$ cat src/rtl/core/deq_pkg.sv
`timescale 1ns / 1ps

package deq_pkg;

    localparam int DEPTH  = 16;
    localparam int DATA_W = 32;
    localparam int IDX_W  = $clog2(DEPTH);
    localparam int OCC_W  = $clog2(DEPTH + 1);
    localparam int REQ_W  = 3;

    typedef enum logic [REQ_W-1:0] {
        REQ_PUSH_FRONT = 3'd0,
        REQ_PUSH_BACK  = 3'd1,
        REQ_POP_FRONT  = 3'd2,
        REQ_POP_BACK   = 3'd3,
        REQ_QUERY      = 3'd4
    } t_req_type;

    typedef struct packed {
        logic [REQ_W-1:0]  req_type;
        logic [DATA_W-1:0] push_data;
    } t_req;

    typedef struct packed {
        logic              ok;
        logic [OCC_W-1:0]  entry_count;
        logic              is_empty;
        logic [DATA_W-1:0] front_word;
        logic [DATA_W-1:0] back_word;
    } t_res;

    // controller -> datapath
    typedef struct packed {
        logic load;
        logic upd;
        logic rd;
    } t_cmd;

    function automatic logic [IDX_W-1:0] idx_inc(input logic [IDX_W-1:0] i);
        return (i == IDX_W'(DEPTH - 1)) ? '0 : i + 1'b1;
    endfunction

    function automatic logic [IDX_W-1:0] idx_dec(input logic [IDX_W-1:0] i);
        return (i == '0) ? IDX_W'(DEPTH - 1) : i - 1'b1;
    endfunction

endpackage

$ cat src/rtl/core/deq_ram.sv
`timescale 1ns / 1ps

module deq_ram #(
    parameter int WIDTH = 32,
    parameter int DEPTH = 16,
    localparam int ADDR_W = $clog2(DEPTH)
) (
    input  logic              i_clk,
    input  logic              i_we,
    input  logic [ADDR_W-1:0] i_waddr,
    input  logic [WIDTH-1:0]  i_wdata,
    input  logic              i_re,
    input  logic [ADDR_W-1:0] i_raddr_a,
    input  logic [ADDR_W-1:0] i_raddr_b,
    output logic [WIDTH-1:0]  o_rdata_a,
    output logic [WIDTH-1:0]  o_rdata_b
);

    logic [WIDTH-1:0] r_mem [DEPTH];
    logic [WIDTH-1:0] r_rdata_a;
    logic [WIDTH-1:0] r_rdata_b;

    always_ff @(posedge i_clk) begin
        if (i_we) begin
            r_mem[i_waddr] <= i_wdata;
        end
        if (i_re) begin
            r_rdata_a <= r_mem[i_raddr_a];
            r_rdata_b <= r_mem[i_raddr_b];
        end
    end

    assign o_rdata_a = r_rdata_a;
    assign o_rdata_b = r_rdata_b;

endmodule

$ cat src/rtl/core/deq_ctrl.sv
`timescale 1ns / 1ps

module deq_ctrl (
    input  logic          i_clk,
    input  logic          i_rst_n,
    input  logic          start,
    output logic          busy,
    output logic          o_done,
    output deq_pkg::t_cmd o_cmd
);
    import deq_pkg::*;

    typedef enum logic [1:0] {
        S_IDLE,
        S_UPD,
        S_RD,
        S_OUT
    } t_state;

    t_state r_state;
    logic   r_busy;
    logic   r_done;
    logic   accept;

    assign accept = start && !r_busy;

    always_ff @(posedge i_clk) begin
        if (!i_rst_n) begin
            r_state <= S_IDLE;
            r_busy  <= 1'b0;
            r_done  <= 1'b0;
        end else begin
            unique case (r_state)
                S_IDLE, S_OUT: begin
                    r_done <= 1'b0;
                    if (accept) begin
                        r_state <= S_UPD;
                        r_busy  <= 1'b1;
                    end else begin
                        r_state <= S_IDLE;
                    end
                end
                S_UPD: begin
                    r_state <= S_RD;
                end
                S_RD: begin
                    r_state <= S_OUT;
                    r_busy  <= 1'b0;
                    r_done  <= 1'b1;
                end
                default: begin
                    r_state <= S_IDLE;
                    r_busy  <= 1'b0;
                    r_done  <= 1'b0;
                end
            endcase
        end
    end

    assign busy       = r_busy;
    assign o_done     = r_done;
    assign o_cmd.load = accept;
    assign o_cmd.upd  = (r_state == S_UPD);
    assign o_cmd.rd   = (r_state == S_RD);

endmodule

$ cat src/rtl/core/deq_dp.sv
`timescale 1ns / 1ps

module deq_dp (
    input  logic          i_clk,
    input  logic          i_rst_n,
    input  deq_pkg::t_cmd i_cmd,
    input  deq_pkg::t_req i_req,
    output deq_pkg::t_res o_res
);
    import deq_pkg::*;

    t_req              r_req;
    logic [IDX_W-1:0]  r_head;
    logic [IDX_W-1:0]  r_tail;
    logic [OCC_W-1:0]  r_occ;
    logic              r_ok;

    logic [IDX_W-1:0]  n_head;
    logic [IDX_W-1:0]  n_tail;
    logic [OCC_W-1:0]  n_occ;
    logic              n_ok;

    logic              full;
    logic              empty;
    logic              wr;
    logic [IDX_W-1:0]  waddr;
    logic [DATA_W-1:0] rdata_a;
    logic [DATA_W-1:0] rdata_b;

    assign full  = (r_occ == OCC_W'(DEPTH));
    assign empty = (r_occ == '0);

    always_comb begin
        n_head = r_head;
        n_tail = r_tail;
        n_occ  = r_occ;
        n_ok   = 1'b1;
        wr     = 1'b0;
        waddr  = r_tail;
        case (t_req_type'(r_req.req_type))
            REQ_PUSH_FRONT: begin
                if (full) begin
                    n_ok = 1'b0;
                end else begin
                    n_head = idx_dec(r_head);
                    waddr  = n_head;
                    wr     = 1'b1;
                    n_occ  = r_occ + 1'b1;
                end
            end
            REQ_PUSH_BACK: begin
                if (full) begin
                    n_ok = 1'b0;
                end else begin
                    n_tail = idx_inc(r_tail);
                    wr     = 1'b1;
                    n_occ  = r_occ + 1'b1;
                end
            end
            REQ_POP_FRONT: begin
                if (empty) begin
                    n_ok = 1'b0;
                end else begin
                    n_head = idx_inc(r_head);
                    n_occ  = r_occ - 1'b1;
                end
            end
            REQ_POP_BACK: begin
                if (empty) begin
                    n_ok = 1'b0;
                end else begin
                    n_tail = idx_dec(r_tail);
                    n_occ  = r_occ - 1'b1;
                end
            end
            default: ;
        endcase
    end

    always_ff @(posedge i_clk) begin
        if (!i_rst_n) begin
            r_head <= '0;
            r_tail <= '0;
            r_occ  <= '0;
        end else if (i_cmd.upd) begin
            r_head <= n_head;
            r_tail <= n_tail;
            r_occ  <= n_occ;
        end
    end

    always_ff @(posedge i_clk) begin
        if (i_cmd.load) begin
            r_req <= i_req;
        end
        if (i_cmd.upd) begin
            r_ok <= n_ok;
        end
    end

    deq_ram #(
        .WIDTH (DATA_W),
        .DEPTH (DEPTH)
    ) u_ram (
        .i_clk     (i_clk),
        .i_we      (i_cmd.upd && wr),
        .i_waddr   (waddr),
        .i_wdata   (r_req.push_data),
        .i_re      (i_cmd.rd),
        .i_raddr_a (r_head),
        .i_raddr_b (idx_dec(r_tail)),
        .o_rdata_a (rdata_a),
        .o_rdata_b (rdata_b)
    );

    assign o_res.ok          = r_ok;
    assign o_res.entry_count = r_occ;
    assign o_res.is_empty    = empty;
    assign o_res.front_word  = empty ? '0 : rdata_a;
    assign o_res.back_word   = empty ? '0 : rdata_b;

endmodule

$ cat src/rtl/core/double_ended_queue.sv
`timescale 1ns / 1ps

// Bounded double-ended queue of DEPTH words in a ring buffer.
// Request: drive i_req and raise start; the beat is taken on a rising
// edge with start high and busy low. req_type selects push front, push
// back, pop front, pop back or query; other codes act as a query.
// A push when full or a pop when empty is refused (ok = 0), state kept.
// Result: o_res is valid for the single cycle o_done is high, carrying
// ok, entry count, empty flag and the front/back words (zero if empty).
// Steps: pointer update and slot write (S_UPD), registered RAM read
// (S_RD), result (S_OUT, o_done high). busy drops for the result
// cycle, so a new request can be taken while o_done is high, but not
// before the write-then-registered-read pass through the slot RAM ends.
// The receiver cannot stall; each result beat is taken as it appears.
// Reset (synchronous, active low) empties the queue and clears busy and
// o_done; slot contents are not cleared and need no clearing pass.

module double_ended_queue (
    input  logic          i_clk,
    input  logic          i_rst_n,
    input  logic          start,
    input  deq_pkg::t_req i_req,
    output logic          busy,
    output logic          o_done,
    output deq_pkg::t_res o_res
);
    import deq_pkg::*;

    t_cmd cmd;

    deq_ctrl u_ctrl (
        .i_clk   (i_clk),
        .i_rst_n (i_rst_n),
        .start   (start),
        .busy    (busy),
        .o_done  (o_done),
        .o_cmd   (cmd)
    );

    deq_dp u_dp (
        .i_clk   (i_clk),
        .i_rst_n (i_rst_n),
        .i_cmd   (cmd),
        .i_req   (i_req),
        .o_res   (o_res)
    );

endmodule

$ cat config.mk
export PLATFORM = sky130hd
export DESIGN_NAME = double_ended_queue
export DESIGN_NICKNAME = d
export VERILOG_FILES = /design/src/rtl/core/deq_pkg.sv /design/src/rtl/core/deq_ram.sv /design/src/rtl/core/deq_ctrl.sv /design/src/rtl/core/deq_dp.sv /design/src/rtl/core/double_ended_queue.sv
export SDC_FILE = /design/constraint.sdc
export NUM_CORES = 1
export LEC_CHECK = 0
export BUFFER_PORTS_ARGS = -buffer_cell sky130_fd_sc_hd__buf_4
export CORE_ASPECT_RATIO = 1.5
export CORE_MARGIN = 8
export CORE_UTILIZATION = 50
export CTS_CLUSTER_DIAMETER = 30
export DETAILED_ROUTE_END_ITERATION = 8
export PLACE_DENSITY = 0.8
export REMOVE_ABC_BUFFERS = 1
export SYNTH_ARGS = -nofsm -noshare
export SYNTH_HDL_FRONTEND = slang
export SYNTH_SLANG_ARGS = --single-unit
$ cat constraint.sdc
create_clock -name i_clk -period 4 [get_ports i_clk]
set_input_delay 0.2 -clock i_clk [delete_from_list [all_inputs] [get_ports i_clk]]
set_output_delay 0.2 -clock i_clk [all_outputs]
set_load 0.005 [all_outputs]
==> impl_summary.log <==
INFO  metric syn_inst = around 1400
INFO  metric tritoncts_num_sinks = 629
INFO  metric synthesis.yosys.warnings = 0
INFO  metric power_density = 489 nW/um^2
INFO  metric coreArea = between 50000 and 60000 um^2
INFO  metric worst_setup_path_type = reg -> reg
INFO  metric ctsHtreeMaxLevel = 3
INFO  metric pwr-share-seq = 0.466
INFO  metric dp_cells = between 2000 and 2500
INFO  metric cp_slowest_stage_delay = about 0.54 ns
INFO  metric synth-edff-count = 612
INFO  metric timing.critical_path.to_type = register
INFO  metric drc = 0
INFO  metric async_flop_share = 0
INFO  metric worst_pin_slew = roughly 1.1 ns
INFO  metric grt_overflow = 0
INFO  metric clk_pin_slew = roughly 0.060 ns
INFO  metric run_status = finished, final reports clean
INFO  metric antenna_left = 0
INFO  metric cap_viol_max_count = 0
INFO  metric totalWireLength = approximately 75000 um
INFO  metric floorplan.rows = about 110
INFO  metric setup_viol = 0
INFO  metric class_of_the_tightest_hold_or_removal_check = in -> reg
INFO  metric timing.final.crit_period = 3.28 ns
INFO  metric static_leakage_power = roughly 11 nW
INFO  metric crit_arrival = 3.64 ns
INFO  metric grt_antenna_before_repair = 0
INFO  metric clock-skew-final = roughly 0.025 ns
INFO  metric net-switching-power = just under 0.004 W
INFO  metric post_drt_wl_per_cell = approximately 32 um
INFO  metric syn-cell-area = roughly 28000 um^2
INFO  metric critical_path_fanouts_max = 23
INFO  metric maxSlewViolCount = 0
INFO  metric finalHoldViolations = 0
INFO  metric dominantRegCellSynth = edfxtp_1
INFO  metric cts_inserted_buffers = 84
INFO  metric synthDistinctLibCells = 60
INFO  metric cts_tree = done
INFO  metric power.share.switching = 0.237
INFO  metric first_global_vias = between 15000 and 20000
INFO  metric parity_gate_share_of_the_synthesized_area_counting_xor_and_xnor_cells = 0.00314
INFO  metric crit_slowest_cell = mux4_2
INFO  metric clock_power_share = 0.482
INFO  metric power_frac_comb = 0.051
INFO  metric clk_path_buf_depth = 3
INFO  metric rsz0062_at_grt = false
INFO  metric max_freq = 305 MHz
INFO  metric synth.avg_cell_area = ~20 um^2
INFO  metric seq_area_frac_synth = 0.671
INFO  metric drive_above_1_share = 0.367
INFO  metric detail_route.first_pass.iterations = 6
INFO  metric area_growth_syn_to_layout = 19.3%
INFO  metric hp-start = i_req[12]
INFO  metric io-pin-count = approximately 110
INFO  metric worstPathRequired = ~4.4 ns
INFO  metric place_area = ~30000 um^2
INFO  metric fin_crit_sh = 0.821
INFO  metric floorplan.die_area = 63800 um^2
INFO  metric post_synth_and_or_nand_nor_area_fraction = 0.0396
INFO  metric synth_top_family_by_area = multiplexers
INFO  metric grt_max_degree = about 130
INFO  metric die-width = about 210 um
INFO  metric placer_s_final_routability_congestion_estimate = 0.799
INFO  metric chip_height = 305 um
INFO  metric rr_startpoint = u_dp.r_tail[1]
INFO  metric via_count = 16300
INFO  metric hold_end = u_dp.r_req[12]
INFO  metric whs_path_depth = 2
INFO  metric cts_resized = 0
INFO  metric number_of_nets_in_the_layout = approximately 1600
INFO  metric synth_compound_area_frac = 0.0407
INFO  metric mux_cell_area_share_after_synthesis = 0.222
INFO  metric instances_no_fill = around 2400
INFO  metric regToRegEndpoint = u_dp.u_ram.o_rdata_b[11]
INFO  metric p_int = around 0.012 W
INFO  metric grt_pass1_wl = between 100000 and 150000 um
INFO  metric cp_cell_sequence = inv_1 -> ha_1 -> or3b_4 -> nand2_4 -> buf_12 -> mux4_2 -> a22oi_1 -> nand2_1
INFO  metric port_buffer_count = 110
INFO  metric clockRootBuffer = clkbuf_16
INFO  metric antenna_cells = 0
INFO  metric worst-r2r-cell-count = 8
INFO  metric finalHoldWorstSlack = slightly below 0.3 ns
INFO  metric ys_seq_elements = ~630
INFO  metric worstSkewPairLatency = about 0.63 ns
INFO  metric place.detailed.hpwl = between 30000 and 40000 um
INFO  metric detail_route.vias_per_cell = just under 7
INFO  metric launching_element_type_of_the_critical_path = register
INFO  metric post-route-cell-area = approximately 33000 um^2
INFO  metric drt_iter0_drc = 2255
INFO  metric slew_headroom = 0.236
INFO  metric vdd_drop_max = around 0.34 mV
INFO  metric global_route.usage.total = 0.234
INFO  metric timing.reg2reg.setup_slack = a little over 0.7 ns
INFO  metric floorplan.initialDensity = 0.504
INFO  metric post_synth_fa_ha_maj_area_fraction = 0.00475
## cells by family (layout without fill, tap and decap cells)
group | count (synthesis) | in the layout
flops | 629 | 629
mux | 286 | 286
simple gates | 212 | 212
compound gates | 159 | 159
buf+inv | 114 | 365
fa+ha+maj | 10 | 10
xor+xnor | 10 | 10
## cell type report
type | count | area (um^2)
well taps | 702 | 878
inverters | 16 | 62.6
flip-flops and latches | 629 | 18700
clock buffers | 84 | 2100
clock inverters | 73 | 911
repair buffers | 192 | 1810
fillers | 3676 | 22100
multi-input cells | 677 | 8830
## per-stage QoR
step           total power [W]  setup TNS (ns)  setup slack [ns]  utilization
3_5_place_dp           0.00851               0             0.789        0.540
2_1_floorplan          0.00814        -2533.15             -4.81            -
6_report                0.0163               0             0.716        0.601
5_1_grt                 0.0167               0             0.505        0.601
4_1_cts                 0.0163               0             0.755        0.601
3_3_place_gp           0.00849               0             0.861        0.540
## timing repair
item,4_1_cts,5_1_grt
hold endpoints to repair,52,0
setup buffers,0,0
hold buffers,37,0
## worst max-delay path, delay by kind of cell, from the launching register on
kind	cells	cell delay, ns
AND/OR/NAND/NOR	3	0.93
multiplexers	1	0.54
adder cells (fa/ha/maj)	1	0.49
buffers and inverters	2	0.41
flip-flops	1	0.36
AO/OA/AOI/OAI	1	0.26
## routing by layer
layer | share of wire | GRT usage | vias to the layer above
met5 | 0 | 0 | -
met1 | 0.33 | 0.279 | 8320
met3 | 0.10 | 0.0489 | 282
li1 | - | - | 6393
met4 | 0.059 | 0.139 | 0
met2 | 0.50 | 0.391 | 1270
## state kept, by name, indices dropped and copies added, names as in the netlist, 2 cells and up
name / cells
u_dp.u_ram.r_mem: 512
u_dp.r_head: 4
u_dp.u_ram.o_rdata_a: 32
u_ctrl.r_state: 2
u_dp.r_req: 35
u_dp.r_occ: 5
u_dp.u_ram.o_rdata_b: 32
u_dp.r_tail: 4
## cells in the final DEF (no fill, tap or decap), types with 7 or more instances in the layout
| master | synthesis | final |
|---|---|---|
| and2_1 | 9 | 9 |
| bufinv_16 | 0 | 9 |
| nand2_1 | 62 | 61 |
| dfxtp_1 | 17 | 14 |
| clkinv_2 | 0 | 10 |
| a221oi_1 | 8 | 8 |
| edfxtp_1 | 612 | 612 |
| clkinv_8 | 0 | 7 |
| buf_12 | 0 | 22 |
| inv_6 | 0 | 15 |
| clkbuf_16 | 0 | 84 |
| and3_1 | 7 | 7 |
| o211ai_1 | 7 | 7 |
| or3_1 | 7 | 7 |
| buf_4 | 10 | 133 |
| nor2b_1 | 72 | 71 |
| a22oi_1 | 50 | 50 |
| a31oi_1 | 8 | 8 |
| o21ai_0 | 12 | 12 |
| nor2_1 | 27 | 8 |
| xnor2_1 | 7 | 7 |
| ha_1 | 9 | 8 |
| nor2_4 | 0 | 17 |
| mux4_2 | 266 | 266 |
| clkinv_4 | 0 | 12 |
| mux2i_1 | 15 | 15 |
| dlygate4sd3_1 | 0 | 37 |
| inv_1 | 11 | 11 |
| o21ai_1 | 10 | 10 |
| a21oi_1 | 19 | 19 |
## worst max-delay path by stage
| stage | slack (ns) | to | from | cells after the start |
|---|---|---|---|---|
| CTS | 0.75 | u_dp.u_ram.o_rdata_b[11] | u_dp.r_tail[1] | 8 |
| global route | 0.50 | u_dp.u_ram.o_rdata_b[31] | u_dp.r_tail[1] | 7 |
| detailed placement | 0.79 | u_dp.u_ram.o_rdata_b[31] | u_dp.r_tail[1] | 7 |
| floorplan | -4.81 | u_dp.u_ram.r_mem[4][0] | u_dp.r_head[0] | 7 |
| global placement | 0.86 | u_dp.u_ram.o_rdata_b[7] | u_dp.r_tail[1] | 8 |
| finish | 0.72 | u_dp.u_ram.o_rdata_b[11] | u_dp.r_tail[1] | 8 |
## synthesized netlist by cell type, drive strengths merged (3+ instances only)
library cell  instances  area, um^2
or3                   7        43.8
a211oi                6        45.0
a21oi                19        95.1
and2                  9        56.3
nand2                62         233
and3                  7        43.8
nand3                 4        20.0
buf                  50         298
nor2                 27         101
clkbuf               48         180
nor3                  6        30.0
a221oi                8        70.1
o22ai                 3        18.8
dfxtp                17         340
inv                  16        60.1
a22oi                50         375
o211ai                7        52.6
or4                   4        30.0
mux2                  5        56.3
nor4                  3        18.8
o31ai                 3        22.5
ha                    9         113
a21boi                6        45.0
o22a                  3        26.3
mux2i                15         150
nor2b                72         450
a31oi                 8        50.1
edfxtp              612       18400
nand2b                5        31.3
o21ai                22         110
mux4                266        5990
xor2                  3        26.3
xnor2                 7        61.3
## power by group through the flow
stage               Sequential [W]  Clock, W  Combinational [W]
global placement           0.00771         0           0.000777
CTS                        0.00759   0.00792           0.000837
finish                     0.00759   0.00785           0.000833
global route               0.00761   0.00816           0.000884
floorplan                  0.00768         0           0.000461
detailed placement         0.00772         0           0.000791
No activity file was read; power rests on OpenSTA's default activity.
